File: src/rtl/bal_pkg.sv
// ----------------------------------------------------------------------------
// bal_pkg: shared types and codes for the bounded array list
// Holds the request and result transaction structs and the operation codes.
// ----------------------------------------------------------------------------
package bal_pkg;

  localparam int MODE_W  = 3;
  localparam int INDEX_W = 5;
  localparam int ITEM_W  = 32;
  localparam int COUNT_W = 5;

  localparam logic [MODE_W-1:0] MODE_PUSH   = 3'd0;
  localparam logic [MODE_W-1:0] MODE_POP    = 3'd1;
  localparam logic [MODE_W-1:0] MODE_INSERT = 3'd2;
  localparam logic [MODE_W-1:0] MODE_REMOVE = 3'd3;
  localparam logic [MODE_W-1:0] MODE_GET    = 3'd4;

  typedef struct packed {
    logic [MODE_W-1:0]  mode;
    logic [INDEX_W-1:0] index;
    logic [ITEM_W-1:0]  item;
  } in_item_t;

  typedef struct packed {
    logic               ok;
    logic [ITEM_W-1:0]  read_item;
    logic [COUNT_W-1:0] count;
    logic               full_res;
    logic               empty_res;
  } out_item_t;

endpackage

File: src/rtl/bal_ram.sv
// ----------------------------------------------------------------------------
// bal_ram: generic simple dual-port RAM
// One write port and one read port; the read data is registered.
// ----------------------------------------------------------------------------
module bal_ram #(
  parameter int WIDTH = 32,
  parameter int DEPTH = 16
) (
  input  logic                     clk,
  input  logic                     we,
  input  logic [$clog2(DEPTH)-1:0] waddr,
  input  logic [WIDTH-1:0]         wdata,
  input  logic [$clog2(DEPTH)-1:0] raddr,
  output logic [WIDTH-1:0]         rdata
);

  logic [WIDTH-1:0] mem [DEPTH];
  logic [WIDTH-1:0] rdata_r;

  always_ff @(posedge clk) begin
    if (we) begin
      mem[waddr] <= wdata;
    end
  end

  always_ff @(posedge clk) begin
    rdata_r <= mem[raddr];
  end

  assign rdata = rdata_r;

endmodule

File: src/rtl/bounded_array_list.sv
// ----------------------------------------------------------------------------
// bounded_array_list: fixed-capacity ordered list of words
// Push, pop, insert, remove and get on a list held in one RAM, with a count.
// ----------------------------------------------------------------------------
//
//   channel   ports                           direction   payload
//   request   in_valid / in_ready / in_data   in          in_item_t
//   result    out_valid / out_ready / out_data out        out_item_t
//
// One request is worked on at a time. Push, pop and refused requests go
// from the accept straight to S_DONE, get takes its entry from the RAM in
// S_GET, and insert and remove move m entries in S_SHIFT (count - index for
// insert, count - index - 1 for remove), so at most CAPACITY - 1 for an
// insert at the front of a list one short of full; an insert then writes
// its word. The shift loop moves one entry per cycle through the RAM's
// single read and single write port.
// Reset (synchronous, active low) clears the count and the control state;
// the RAM contents are left as they are and are only read below the count.
// A result that is not taken waits in the output register while the next
// request is accepted and worked on; only its completion waits.
module bounded_array_list
  import bal_pkg::*;
#(
  parameter int CAPACITY  = 16,
  parameter int ITEM_BITS = 32
) (
  input  logic      clk,
  input  logic      rst_n,
  input  logic      in_valid,
  output logic      in_ready,
  input  in_item_t  in_data,
  output logic      out_valid,
  input  logic      out_ready,
  output out_item_t out_data
);

  // Address and count widths follow from the capacity; the compare width is the wider of the count width and INDEX_W.
  localparam int AW        = $clog2(CAPACITY);
  localparam int CW        = $clog2(CAPACITY + 1);
  localparam int XW        = (CW > INDEX_W) ? CW : INDEX_W;
  localparam int WORD_BITS = (ITEM_BITS < ITEM_W) ? ITEM_BITS : ITEM_W;

  typedef enum logic [3:0] {
    S_IDLE  = 4'b0001,
    S_SHIFT = 4'b0010,
    S_GET   = 4'b0100,
    S_DONE  = 4'b1000
  } state_t;

  state_t              state_r, state_nxt;
  logic [CW-1:0]       held_r, held_nxt;
  logic                out_valid_r, out_valid_nxt;
  out_item_t           out_r, out_nxt;

  // Pending result of the request in flight.
  logic                res_ok_r, res_ok_nxt;
  logic [ITEM_W-1:0]   res_item_r, res_item_nxt;

  // Shift sequencer.
  logic [AW-1:0]       rd_ptr_r, rd_ptr_nxt;
  logic [AW-1:0]       wr_ptr_r, wr_ptr_nxt;
  logic [CW-1:0]       left_r, left_nxt;
  logic                rvld_r, rvld_nxt;
  logic                up_r, up_nxt;
  logic                fin_r, fin_nxt;
  logic [AW-1:0]       fin_addr_r, fin_addr_nxt;
  logic [WORD_BITS-1:0] word_r, word_nxt;

  // RAM ports.
  logic                ram_we;
  logic [AW-1:0]       ram_waddr;
  logic [WORD_BITS-1:0] ram_wdata;
  logic [AW-1:0]       ram_raddr;
  logic [WORD_BITS-1:0] ram_rdata;

  // Request decode against the current count.
  logic [XW-1:0]       held_x, idx_x;
  logic                not_full, not_empty, idx_lt, idx_le;
  logic [WORD_BITS-1:0] word_in;

  bal_ram #(
    .WIDTH (WORD_BITS),
    .DEPTH (CAPACITY)
  ) u_slots (
    .clk   (clk),
    .we    (ram_we),
    .waddr (ram_waddr),
    .wdata (ram_wdata),
    .raddr (ram_raddr),
    .rdata (ram_rdata)
  );

  assign held_x    = XW'(held_r);
  assign idx_x     = XW'(in_data.index);
  assign not_full  = (held_r != CW'(CAPACITY));
  assign not_empty = (held_r != '0);
  assign idx_lt    = (idx_x < held_x);
  assign idx_le    = (idx_x <= held_x);
  assign word_in   = WORD_BITS'(in_data.item);

  always_comb begin
    state_nxt     = state_r;
    held_nxt      = held_r;
    out_valid_nxt = out_valid_r && !out_ready;
    out_nxt       = out_r;
    res_ok_nxt    = res_ok_r;
    res_item_nxt  = res_item_r;
    rd_ptr_nxt    = rd_ptr_r;
    wr_ptr_nxt    = wr_ptr_r;
    left_nxt      = left_r;
    rvld_nxt      = 1'b0;
    up_nxt        = up_r;
    fin_nxt       = fin_r;
    fin_addr_nxt  = fin_addr_r;
    word_nxt      = word_r;
    ram_we        = 1'b0;
    ram_waddr     = '0;
    ram_wdata     = '0;
    ram_raddr     = '0;

    unique case (state_r)
      S_IDLE: begin
        if (in_valid) begin
          // Every request ends in S_DONE; refused ones change nothing.
          res_ok_nxt   = 1'b0;
          res_item_nxt = '0;
          state_nxt    = S_DONE;
          unique case (in_data.mode)
            MODE_PUSH: begin
              if (not_full) begin
                ram_we     = 1'b1;
                ram_waddr  = AW'(held_r);
                ram_wdata  = word_in;
                held_nxt   = held_r + CW'(1);
                res_ok_nxt = 1'b1;
              end
            end
            MODE_POP: begin
              if (not_empty) begin
                held_nxt   = held_r - CW'(1);
                res_ok_nxt = 1'b1;
              end
            end
            MODE_INSERT: begin
              // Move entries index..count-1 up by one, from the top down,
              // then write the new word at index.
              if (not_full && idx_le) begin
                res_ok_nxt   = 1'b1;
                state_nxt    = S_SHIFT;
                up_nxt       = 1'b0;
                rd_ptr_nxt   = AW'(held_x - XW'(1));
                wr_ptr_nxt   = AW'(held_r);
                left_nxt     = CW'(held_x - idx_x);
                fin_nxt      = 1'b1;
                fin_addr_nxt = AW'(in_data.index);
                word_nxt     = word_in;
                held_nxt     = held_r + CW'(1);
              end
            end
            MODE_REMOVE: begin
              // Move entries index+1..count-1 down by one, bottom up.
              if (idx_lt) begin
                res_ok_nxt = 1'b1;
                state_nxt  = S_SHIFT;
                up_nxt     = 1'b1;
                rd_ptr_nxt = AW'(idx_x + XW'(1));
                wr_ptr_nxt = AW'(in_data.index);
                left_nxt   = CW'(held_x - idx_x - XW'(1));
                fin_nxt    = 1'b0;
                held_nxt   = held_r - CW'(1);
              end
            end
            MODE_GET: begin
              if (idx_lt) begin
                res_ok_nxt = 1'b1;
                ram_raddr  = AW'(in_data.index);
                state_nxt  = S_GET;
              end
            end
            default: begin
            end
          endcase
        end
      end

      S_SHIFT: begin
        // Reads run one entry ahead of writes; the write address is always
        // two entries away from the read address, so they never meet.
        if (left_r != '0) begin
          ram_raddr  = rd_ptr_r;
          rd_ptr_nxt = up_r ? rd_ptr_r + AW'(1) : rd_ptr_r - AW'(1);
          left_nxt   = left_r - CW'(1);
          rvld_nxt   = 1'b1;
        end
        if (rvld_r) begin
          ram_we     = 1'b1;
          ram_waddr  = wr_ptr_r;
          ram_wdata  = ram_rdata;
          wr_ptr_nxt = up_r ? wr_ptr_r + AW'(1) : wr_ptr_r - AW'(1);
        end else if (left_r == '0) begin
          if (fin_r) begin
            ram_we    = 1'b1;
            ram_waddr = fin_addr_r;
            ram_wdata = word_r;
          end
          state_nxt = S_DONE;
        end
      end

      S_GET: begin
        res_item_nxt = ITEM_W'(ram_rdata);
        state_nxt    = S_DONE;
      end

      S_DONE: begin
        if (!out_valid_r || out_ready) begin
          out_nxt.ok        = res_ok_r;
          out_nxt.read_item = res_item_r;
          out_nxt.count     = COUNT_W'(held_r);
          out_nxt.full_res  = (held_r == CW'(CAPACITY));
          out_nxt.empty_res = (held_r == '0);
          out_valid_nxt     = 1'b1;
          state_nxt         = S_IDLE;
        end
      end

      default: begin
        state_nxt = S_IDLE;
      end
    endcase
  end

  always_ff @(posedge clk) begin
    if (!rst_n) begin
      state_r     <= S_IDLE;
      held_r      <= '0;
      out_valid_r <= 1'b0;
      rvld_r      <= 1'b0;
    end else begin
      state_r     <= state_nxt;
      held_r      <= held_nxt;
      out_valid_r <= out_valid_nxt;
      rvld_r      <= rvld_nxt;
    end
  end

  always_ff @(posedge clk) begin
    out_r      <= out_nxt;
    res_ok_r   <= res_ok_nxt;
    res_item_r <= res_item_nxt;
    rd_ptr_r   <= rd_ptr_nxt;
    wr_ptr_r   <= wr_ptr_nxt;
    left_r     <= left_nxt;
    up_r       <= up_nxt;
    fin_r      <= fin_nxt;
    fin_addr_r <= fin_addr_nxt;
    word_r     <= word_nxt;
  end

  assign in_ready  = (state_r == S_IDLE);
  assign out_valid = out_valid_r;
  assign out_data  = out_r;

`ifndef SYNTHESIS
  // An accepted request always takes the block out of the idle state.
  a_accept_busy: assert property (@(posedge clk) disable iff (!rst_n)
    (in_valid && in_ready) |=> !in_ready)
    else $error("request accepted while previous one still in flight");

  // During a shift the write never lands on the entry being read.
  a_no_collide: assert property (@(posedge clk) disable iff (!rst_n)
    (state_r == S_SHIFT && ram_we && left_r != '0) |-> (ram_waddr != ram_raddr))
    else $error("shift write collides with shift read");

  // The count never exceeds the capacity.
  a_count_bound: assert property (@(posedge clk) disable iff (!rst_n)
    held_r <= CW'(CAPACITY))
    else $error("count above capacity");

  // A freshly loaded result reports the count then held.
  a_result_count: assert property (@(posedge clk) disable iff (!rst_n)
    (state_r == S_DONE && state_nxt == S_IDLE)
      |=> (out_data.count == COUNT_W'(held_r)))
    else $error("result count does not match list count");

  // A result is never both full and empty.
  a_flags: assert property (@(posedge clk) disable iff (!rst_n)
    out_valid |-> !(out_data.full_res && out_data.empty_res))
    else $error("full and empty flags both set");
`endif

endmodule

File: config.mk
export PLATFORM = sky130hd
export DESIGN_NAME = bounded_array_list
export DESIGN_NICKNAME = d
export VERILOG_FILES = /design/src/rtl/bal_pkg.sv /design/src/rtl/bal_ram.sv /design/src/rtl/bounded_array_list.sv
export SDC_FILE = /design/constraint.sdc
export NUM_CORES = 1
export LEC_CHECK = 0
export BUFFER_PORTS_ARGS = -buffer_cell sky130_fd_sc_hd__buf_2
export CAP_MARGIN = 10
export CORE_UTILIZATION = 41
export DETAILED_ROUTE_END_ITERATION = 10
export GPL_TIMING_DRIVEN = 1
export PLACE_DENSITY_LB_ADDON = 0.08
export SETUP_SLACK_MARGIN = 0.5
export SYNTH_ARGS = -nofsm -noshare
export SYNTH_HDL_FRONTEND = slang
export SYNTH_SLANG_ARGS = --single-unit
File: constraint.sdc
create_clock -name clk -period 5.07 [get_ports clk]
set_input_delay 0.2535 -clock clk [delete_from_list [all_inputs] [get_ports clk]]
set_output_delay 0.2535 -clock clk [all_outputs]
set_load 0.1 [all_outputs]
Yosys cells after proc, flatten, opt, wreduce, memory -nomap -nowiden --
Memories as Yosys holds them, arrays and structs flattened. A register that Yosys moved wholly into a read port is not among the register bits. Index checks and enable logic that the tools add are counted.
Operators by class: $add $sub $neg 10, magnitude comparators 2, eq/ne operators 23, multiplexer cells 77, reduce and logical (&&, ||, !) cells 25
Operator list (count):
- 32-bit 2-to-1 mux | 7
- 32-bit case mux with 2 select lines | 2
- 4-bit 2-to-1 mux | 27
- 4-bit case mux with 2 select lines | 6
- 5-bit 2-to-1 mux | 8
- 2-bit inequality test (second input constant) | 10
- 5-bit case mux with 2 select lines | 2
- 5-bit case mux with 4 select lines | 1
- 1-bit 2-to-1 mux | 18
- 4-bit case mux with 4 select lines | 1
- 5-bit by 1-bit subtractor with 5-bit output (second input constant) | 3
- 4-bit by 1-bit adder with 4-bit output (second input constant) | 3
- 4-bit case mux with 3 select lines | 1
- 6-bit AND reduction | 2
- 5-bit logical NOT | 2
- 5-bit nonzero test | 2
- 2-bit AND reduction | 4
- 4-bit AND reduction | 2
- 4-bit by 1-bit subtractor with 4-bit output (second input constant) | 2
- 7-bit AND reduction | 1
- 3-bit by 2-bit equality test with 1-bit output (second input constant) | 2
- 3-bit inequality test (second input constant) | 2
- 1-bit case mux with 2 select lines | 3
- 2-bit nonzero test | 3
- other kinds (21) | 23
Storage, ports and cells: bits in registers 135, memory bits (writable) 512, input bits 44, output and inout port bits 42, word-level logic and storage cells 156, memories kept 1
Memories:
- u_slots.mem | depth 16, bits a word 32, rd ports 1, clocked after memory_dff 1, wr ports 1, RTL line bal_ram.sv:17 | logic [WIDTH-1:0] mem [DEPTH];

Longest topological paths before layout --
Gate-level depths: netlist of run 1.
depth in word-level cells 7, mapped depth 13, depth with buffers taken out 10

Modules after synthesis --
Synthesis of run 1 repeated with hierarchy kept, for this count alone.
Second synthesis, totals: cell total of the unflattened synthesis 1349, area, all modules 26112.5 µm²
By module, submodules not included:
- bal_ram | instances 1, cells each 838, area an instance 19854.0 µm², seq. area each 16015.4 µm²
- bounded_array_list | instances 1, cells each 511, area an instance 6258.5 µm², seq. area each 3943.8 µm²

Least setup slack after synthesis of run 1 --
Ideal clock, no wire load.
kind reg2reg, from register state_r[0], to memory u_slots.mem[7][0], enable pin, setup time 0.421 ns, arrival 4.200 ns, required time 4.649 ns, slack 0.449 ns, stages on the path, launching flop included 8, buffers on the path 1, period minus slack after synthesis 4.621 ns, cells stage by stage dfxtp_1 > nor4b_4 > and4b_1 > nor2b_1 > clkbuf_1 > a21oi_1 > or2_1 > nor2_1
On the way: word-level cells in the longest chain between the ends 4, elaborated cells on any way between the ends 6, those cells by class 2 x eq/ne; 4 x mux
RTL lines:
- start: declaration | RTL line bounded_array_list.sv:50 | state_t state_r, state_nxt;
- start signal: assignment | RTL line bounded_array_list.sv:240 | state_r <= state_nxt;
- 4-bit by 1-bit equality test with 1-bit output (*)
- via in_ready | RTL line bounded_array_list.sv:30 | output logic in_ready,
- 1-bit case mux with 2 select lines | RTL line bounded_array_list.sv:121 | unique case (state_r)
- 1-bit 2-to-1 mux | RTL line bal_ram.sv:21 | if (we) begin
- 1-bit 2-to-1 mux (not written as such) | RTL line bal_ram.sv:22 | mem[waddr] <= wdata;
- end: declaration | RTL line bal_ram.sv:17
The timed path passes the listed nets; every way through them passes the cells marked *.

Worst setup path in the final report of run 1 --
from register held_r[0], to memory u_slots.mem[11][11], enable pin
On the way: word-level cells in the longest chain between the ends 7, elaborated cells on any way between the ends 11, those cells by class 1 x eq/ne; 10 x mux
RTL lines:
- start: declaration | RTL line bounded_array_list.sv:51 | logic [CW-1:0] held_r, held_nxt;
- start signal: assignment | RTL line bounded_array_list.sv:241 | held_r <= held_nxt;
- 5-bit inequality test | RTL line bounded_array_list.sv:95 | assign not_full = (held_r != CW'(CAPACITY));
- 1-bit 2-to-1 mux | RTL line bounded_array_list.sv:130 | if (not_full) begin
- 1-bit 2-to-1 mux | RTL line bounded_array_list.sv:128 | unique case (in_data.mode)
- 1-bit 2-to-1 mux | RTL line bounded_array_list.sv:123 | if (in_valid) begin
- 1-bit case mux with 2 select lines | RTL line bounded_array_list.sv:121
- 1-bit 2-to-1 mux | RTL line bal_ram.sv:21
- 1-bit 2-to-1 mux (not written as such) | RTL line bal_ram.sv:22
Several ways; a longest one is shown, not always the timed one.

==> summary.txt, run 1 <==
Synth
  – Synth cell types: 75
  – #FFs+latches synth: 679
  – Area of the mapped netlist: 27500 µm²
  – Post-synth ARST share: 0
  – Number of synthesized flops with an enable pin: 636
  – Most used DFF post-synth: edfxtp_1
  – Yosys warning total: 0
  – Synth Net Count: 1916
  – Synthesized area per cell: 14.8 µm²
  – Syn Inst Count: 1855
  – Sequential area share after synthesis: 0.725

Floorplanning
  – Die area: 68200 µm²
  – Initial Utilization: 0.417
  – # IOs: 86
  – Die Wd: 261 µm
  – Std cell rows: 94
  – Core Region: 66100 µm²
  – Die height: 261 µm

Pwr
  – Cell area power density: 380 nW/µm²
  – Worst vdd ir: 236 µV
  – Leak pwr: 11.0 nW

Clock network
  – H-Tree Depth: 3
  – Later-pin clock latency in the skew report: 0.61 ns
  – CTS root buf: clkbuf_16
  – CTS buffer count: 77
  – CTS max path bufs: 3
  – TritonCTS clock tree: built
  – Post-CTS Setup Bufs: 0
  – Clock sink count: 679
  – Reg clk slew, reported paths: 0.06 ns

Global route
  – Initial antenna violation count: 2
  – Remaining Overflow, GRT: 0
  – First-pass GRT wire length: 109 mm
  – Largest net degree at the start of global routing: 91
  – Vias in the first global route: 16077
  – Overall Global Routing Usage: 0.220

Finish
  – Fin area: 32100 µm²
  – Commonest cells after routing, fill and taps aside: 636 x edfxtp_1, 181 x nand2_1, 106 x o21ai_0
  – Synthesis-to-layout area growth: 16.5%
  – Most common cell after layout, fill and taps aside: edfxtp_1
  – Fill count: 5711
  – Ratio of cells with drive above 1 in the final layout: 0.182
  – # diodes: 0
  – Final #Nets: 2047

STA
  – Endpoints failing setup: 0
  – Tcrit/Tclk final: 0.793
  – Worst-margin pin slew: 1.13 ns
  – TNS Setup: 0 ns
  – Fin. max-slew vios: 0
  – Endpoints failing hold: 0
  – Max Clock Freq: 0.249 GHz
  – RSZ-0062 raised after global routing: no
  – Final clock skew: 0.0189 ns
  – Tmin final: 4.02 ns
  – Rel. slew slack: 0.247

Route
  – DRT Pass-1 Iters: 10
  – Via density: 5.65
  – ANT nets after route: 0
  – Residual DRC: 2
  – DR vias: 16461
  – DR WL/cell: 25.6 µm
  – Post-Route WL: 74.6 mm
  – Drt first-iter violations: 1414

Place
  – Post-DP HPWL: 44.7 mm
  – # port buffers: 85
  – Placer Congestion: 0.813
  – Area after DPL: 29200 µm²

Setup path
  – Worst-path fanout max: 18
  – Req. time, crit path: 5.34 ns
  – CP Class: flip-flop to flip-flop
  – Crit path DAT: 4.29 ns
  – Crit. End Element: flip-flop
  – CP startpoint kind: flip-flop

Min path
  – Worst hold-check path type: input pin to flip-flop

Status
  – Status: complete, but fails checks
  – Failing checks: design-rule violations

Job
  – Max_cap viols: 0
## area by class of cell
class / instances / area, µm² / area share
flip-flops and latches: 679 / 20000 / 0.622
multi-input cells: 1002 / 7020 / 0.219
clock buffers: 114 / 2240 / 0.0698
repair buffers: 172 / 1290 / 0.0401
well taps: 864 / 1080 / 0.0337
clock inverters: 29 / 275 / 0.00858
inverters: 54 / 203 / 0.00632
## power by group
| group | internal [W] | switching (W) | leakage [nW] | total (W) |
|---|---|---|---|---|
| combinational | 0.000128 | 0.000361 | 3.78 | 0.000489 |
| clock | 0.00327 | 0.00222 | 1.23 | 0.00549 |
| sequential | 0.00617 | 0.0000379 | 5.94 | 0.00621 |
| total | 0.00957 | 0.00262 | 11.0 | 0.0122 |
## logic make-up (layout without fill, tap and decap cells)
| kind of cell | after synthesis | in the layout | share of synthesized area |
|---|---|---|---|
| simple gates | 451 | 451 | 0.0887 |
| xor+xnor | 23 | 23 | 0.00732 |
| fa+ha+maj | 17 | 17 | 0.00854 |
| flops | 679 | 679 | 0.725 |
| mux | 84 | 84 | 0.0323 |
| buf+inv | 174 | 369 | 0.0275 |
| compound gates | 427 | 427 | 0.111 |
## final timing paths
| check | from | endpoint | slack [ns] | depth (start not counted) |
|---|---|---|---|---|
| min reg2reg | res_item_r[27] | out_data[34] | 0.42 | 0 |
| max reg2reg | held_r[0] | u_slots.mem[11][11] | 1.05 | 9 |
| max | held_r[0] | u_slots.mem[11][11] | 1.05 | 9 |
| min | out_ready | out_valid | 0.03 | 3 |
## worst max-delay path: stages (launching register included)
cell and delay (ns):
dfxtp_1 0.62, inv_1 0.19, ha_1 0.31, nor3b_1 0.19
and2_1 0.27, nor2b_4 0.52, a21oi_1 0.26, or2_1 0.41
nor2_4 0.45, buf_4 0.42
## synth_stat cells, drive strengths merged (38+ instances only)
cell	n	area [µm²]
edfxtp	636	19100
nand2	185	704
o21ai	117	586
nand3	83	415
clkbuf	76	287
a21oi	54	270
inv	53	199
a211oi	50	388
mux2i	46	460
o211ai	45	457
buf	44	269
dfxtp	43	861
and2	40	250
mux2	38	428
## metrics by stage
step	setup slack (ns)	power, W	std cells	util	hold WS (ns)
CTS	1.04	0.0123	2914	0.485	0.00125
finish	1.05	0.0122	2914	0.485	0.0291
global placement	1.10	0.00679	2733	0.441	0.403
global route	0.870	0.0125	2914	0.485	0.0175
floorplan	0.449	0.00664	1855	-	0.352
detailed placement	1.02	0.00680	2733	0.441	0.405
## state kept, by name, summed over array words and instances, names as in the netlist, 5 cells and up
name	flops
held_r	5
left_r	5
out_data	40
res_item_r	32
u_slots.mem	512
u_slots.rdata	32
word_r	32
## timing repair
action                                 4_1_cts  5_1_grt
gates resized for setup                      0        0
hold buffers                                38        0
endpoints found under the hold margin       40        0
## metal layers
metal  wire [µm]  track usage
met1       34000        0.312
met4        1570       0.0536
met5           9            0
met3        3920       0.0378
met2       35100        0.351
Note: power is estimated with default switching activity, not from simulation.
==> run 2, diff against run 1 <==
ABC_AREA = 1   (was not set)
clock period = 3.8 ns   (was 5.07 ns; I/O delays follow)
==> run 2 against run 1 <==
Compared with the run above:
- critical path depth grew 4
- register-to-register slack lost 0.41 ns
- worst hold slack gained 0.074 ns
- via count grew 19%
- total power grew 31%
- first-iteration DRC count grew 32%
- worst setup slack lost 0.41 ns
- the run now ends clean
- sequential power grew 33%
- clock-buffer cell count shrank 6
==> summary.txt, run 2 <==
Synth
  – Area leader, netlist: edfxtp_1 (unchanged)
  – Largest cells by area after synthesis: edfxtp_1 65%, nand3_1 10%, nand2_1 6.0% (was edfxtp_1 69%, dfxtp_1 3.1%, nand2_1 2.5%)
  – Most used DFF post-synth: edfxtp_1 (unchanged)
  – Yosys warning total: 0 (unchanged)
  – Yosys top cell area share: 0.653 (was 0.694)
  – Number of synthesized flops with an enable pin: 636 (unchanged)
  – Most instantiated library cell after synthesis: edfxtp_1 (unchanged)
  – Area of the mapped netlist: 29200 µm² (was 27500 µm²)
  – Post-synth ARST share: 0 (unchanged)
  – Syn Inst Count: 2653 (was 1855)
  – Synthesized area per cell: 11.0 µm² (was 14.8 µm²)
  – Commonest cells in the netlist: 636 x edfxtp_1, 588 x nand3_1, 467 x nand2_1 (was 636 x edfxtp_1, 183 x nand2_1, 106 x o21ai_0)
  – Synth Net Count: 2714 (was 1916)
  – #FFs+latches synth: 679 (unchanged)
  – Sequential area share after synthesis: 0.683 (was 0.725)
  – Synth cell types: 40 (was 75)

Min path
  – Hold_sp: in_data[38] (was out_ready)
  – Hold path cells: 6 (was 3)
  – Worst hold-check path type: input pin to flip-flop (unchanged)
  – Hold EP: state_r[2] (was out_valid)

Setup path
  – Cells along the critical path: inv_1 -> ha_1 -> nand2_1 -> nor2_1 -> nand2_1 -> nand3_1 -> nor2_4 -> a21oi_1 -> inv_1 -> nand2_1 -> buf_4 -> nor2_4 -> buf_12 (was inv_1 -> ha_1 -> nor3b_1 -> and2_1 -> nor2b_4 -> a21oi_1 -> or2_1 -> nor2_4 -> buf_4)
  – RR Endpoint: u_slots.mem[14][20] (was u_slots.mem[11][11])
  – Reg2reg path depth: 13 (was 9)
  – Crit. path cell count: 13 (was 9)
  – Sum of buffers and inverters on the critical path: 4 (was 2)
  – Slowest stage cell, crit path: dfxtp_1 (unchanged)
  – Crit. End Element: flip-flop (unchanged)
  – Setup slack, reg-to-reg: 0.64 ns (was 1.05 ns)
  – Worst r2r src: held_r[0] (unchanged)
  – CP startpoint kind: flip-flop (unchanged)
  – Crit-path most repeated cell: nand2_1
  – Slowest stage delay, CP: 0.43 ns (was 0.62 ns)
  – Req. time, crit path: 4.09 ns (was 5.34 ns)
  – CP delay by family, top: simple AND/OR/NAND/NOR gates (unchanged)
  – Crit path DAT: 3.45 ns (was 4.29 ns)
  – CP Class: flip-flop to flip-flop (unchanged)
  – Worst-path fanout max: 18 (unchanged)

Route
  – Post-Route WL: 81.4 mm (was 74.6 mm)
  – DR WL/cell: 21.3 µm (was 25.6 µm)
  – DRT Pass-1 Iters: 7 (was 10)
  – Drt first-iter violations: 1873 (was 1414)
  – ANT nets after route: 0 (unchanged)
  – DR vias: 19637 (was 16461)
  – Via density: 5.14 (was 5.65)
  – Residual DRC: 0 (was 2)

Pwr
  – Cell area power density: 466 nW/µm² (was 380 nW/µm²)
  – Worst vdd ir: 335 µV (was 236 µV)
  – Leak pwr: 13.4 nW (was 11.0 nW)

Global route
  – Remaining Overflow, GRT: 0 (unchanged)
  – Initial antenna violation count: 1 (was 2)
  – Overall Global Routing Usage: 0.227 (was 0.220)
  – Largest net degree at the start of global routing: 202 (was 91)
  – First-pass GRT wire length: 121 mm (was 109 mm)
  – Vias in the first global route: 19107 (was 16077)

Place
  – # placed instances: 3636 (was 2733)
  – Placer Congestion: 0.856 (was 0.813)
  – Post-place setup slack: 0.463 ns (was 1.02 ns)
  – # port buffers: 85 (unchanged)
  – Post-DP HPWL: 45.9 mm (was 44.7 mm)

Clock network
  – CTS max path bufs: 3 (unchanged)
  – CTS buffer count: 76 (was 77)
  – Reg clk slew, reported paths: 0.06 ns (about the same)
  – Later-pin clock latency in the skew report: 0.61 ns (about the same)
  – CTS root buf: clkbuf_16 (unchanged)
  – TritonCTS clock tree: built (unchanged)
  – H-Tree Depth: 3 (unchanged)
  – Clock sink count: 679 (unchanged)

Finish
  – Max reg flops: 512 (unchanged)
  – Final std cells w/o fill: 3821 (was 2914)
  – Synthesis-to-layout area growth: 17.1% (was 16.5%)
  – Commonest cells after routing, fill and taps aside: 636 x edfxtp_1, 588 x nand3_1, 464 x nand2_1 (was 636 x edfxtp_1, 181 x nand2_1, 106 x o21ai_0)
  – Ratio of cells with drive above 1 in the final layout: 0.118 (was 0.182)
  – Biggest register: u_slots.mem (unchanged)
  – Fill count: 6356 (was 5711)
  – Most common cell after layout, fill and taps aside: edfxtp_1 (unchanged)
  – Final #Nets: 2878 (was 2047)

STA
  – Final clock skew: 0.0229 ns (was 0.0189 ns)
  – TNS Setup: 0 ns (unchanged)
  – Endpoints failing setup: 0 (unchanged)
  – Endpoints failing hold: 0 (unchanged)
  – RSZ-0062 raised after global routing: yes (was no)
  – Tmin final: 3.16 ns (was 4.02 ns)
  – Worst-margin pin slew: 1.28 ns (was 1.13 ns)
  – Rel. slew slack: 0.144 (was 0.247)
  – Slack of the critical path: 0.640 ns (was 1.05 ns)
  – Fin. max-slew vios: 0 (unchanged)
  – Max Clock Freq: 0.316 GHz (was 0.249 GHz)
  – Tcrit/Tclk final: 0.832 (was 0.793)

Status
  – Status: finished, final reports clean (was complete, but fails checks)

Floorplanning
  – Initial Utilization: 0.416 (was 0.417)
  – Core Region: 70300 µm² (was 66100 µm²)
  – Std cell rows: 97 (was 94)
  – # IOs: 86 (unchanged)
  – Die area: 72400 µm² (was 68200 µm²)
  – Die Wd: 269 µm (was 261 µm)
  – Die height: 269 µm (was 261 µm)

Job
  – Max_cap viols: 0 (unchanged)
run 2: logic make-up (layout without fill, tap and decap cells):
family / count (synthesis) / after routing / share of synthesized area
adders and majority gates: 17 / 17 / 0.00805
buffers and inverters: 583 / 808 / 0.0796
and+or+nand+nor: 1258 / 1259 / 0.203
DFF: 679 / 679 / 0.683
other: 0 / 2 / 0
xor gates and xnor gates: 16 / 16 / 0.00479
AOI/OAI and AO/OA: 100 / 100 / 0.0214
run 2: what timing repair did:
item / in CTS / in global routing
setup buffers: 0 / 3
hold buffers: 39 / 0
endpoints found under the hold margin: 41 / 0
pin swaps: 1 / 2
gates resized for setup: 0 / 10
cloned: 0 / 1
endpoints found under the setup margin: 10 / 270
run 2: report_power, final:
group          switching (W)  internal [W]  total, W
Sequential         0.0000284       0.00822   0.00825
Combinational       0.000478      0.000169  0.000647
Clock                0.00295       0.00411   0.00706
Total                0.00345        0.0125    0.0159
run 2: how the worst max path moves through the flow:
stage,startpoint,endpoint,slack [ns]
detailed placement,left_r[0],u_slots.mem[10][7],0.46
global placement,left_r[0],u_slots.mem[10][15],0.52
floorplan,held_r[1],u_slots.mem[11][0],0.32
global route,held_r[0],u_slots.mem[14][20],0.48
finish,held_r[0],u_slots.mem[14][20],0.64
CTS,left_r[0],u_slots.mem[10][20],0.45
run 2: tightest hold or removal path: cells and delay by family:
kind                   cells  cell delay (ns)
AND/OR/NAND/NOR            4             0.31
buffers and inverters      2             0.17
run 2: metrics by stage:
stage / power (W) / area, µm² / util / hold slack (ns)
6_report: 0.0159 / 34200 / 0.487 / 0.103
3_5_place_dp: 0.00902 / 31400 / 0.447 / 0.384
3_3_place_gp: 0.00901 / 31400 / 0.447 / 0.384
4_1_cts: 0.0161 / 34200 / 0.486 / 0.0602
2_1_floorplan: 0.00881 / 29200 / - / 0.259
5_1_grt: 0.0164 / 34200 / 0.487 / 0.139
run 2: routing by layer:
layer  track usage  up-vias  wire, µm
met5             0        -         0
met4        0.0671        0      2170
met3        0.0300      124      4140
met2         0.359      585     36900
met1         0.326     9592     38100
li1              -     9336         -
run 2: layout make-up:
class | instances | area (µm²) | area share
sequential | 679 | 20000 | 0.583
multi-input combinational | 1392 | 7150 | 0.209
tap | 940 | 1180 | 0.0344
clock buffer | 108 | 2130 | 0.0621
timing repair buffer | 232 | 1920 | 0.0561
inverter | 436 | 1640 | 0.0479
clock inverter | 32 | 254 | 0.00742
antenna | 2 | 5.00 | 0.000146
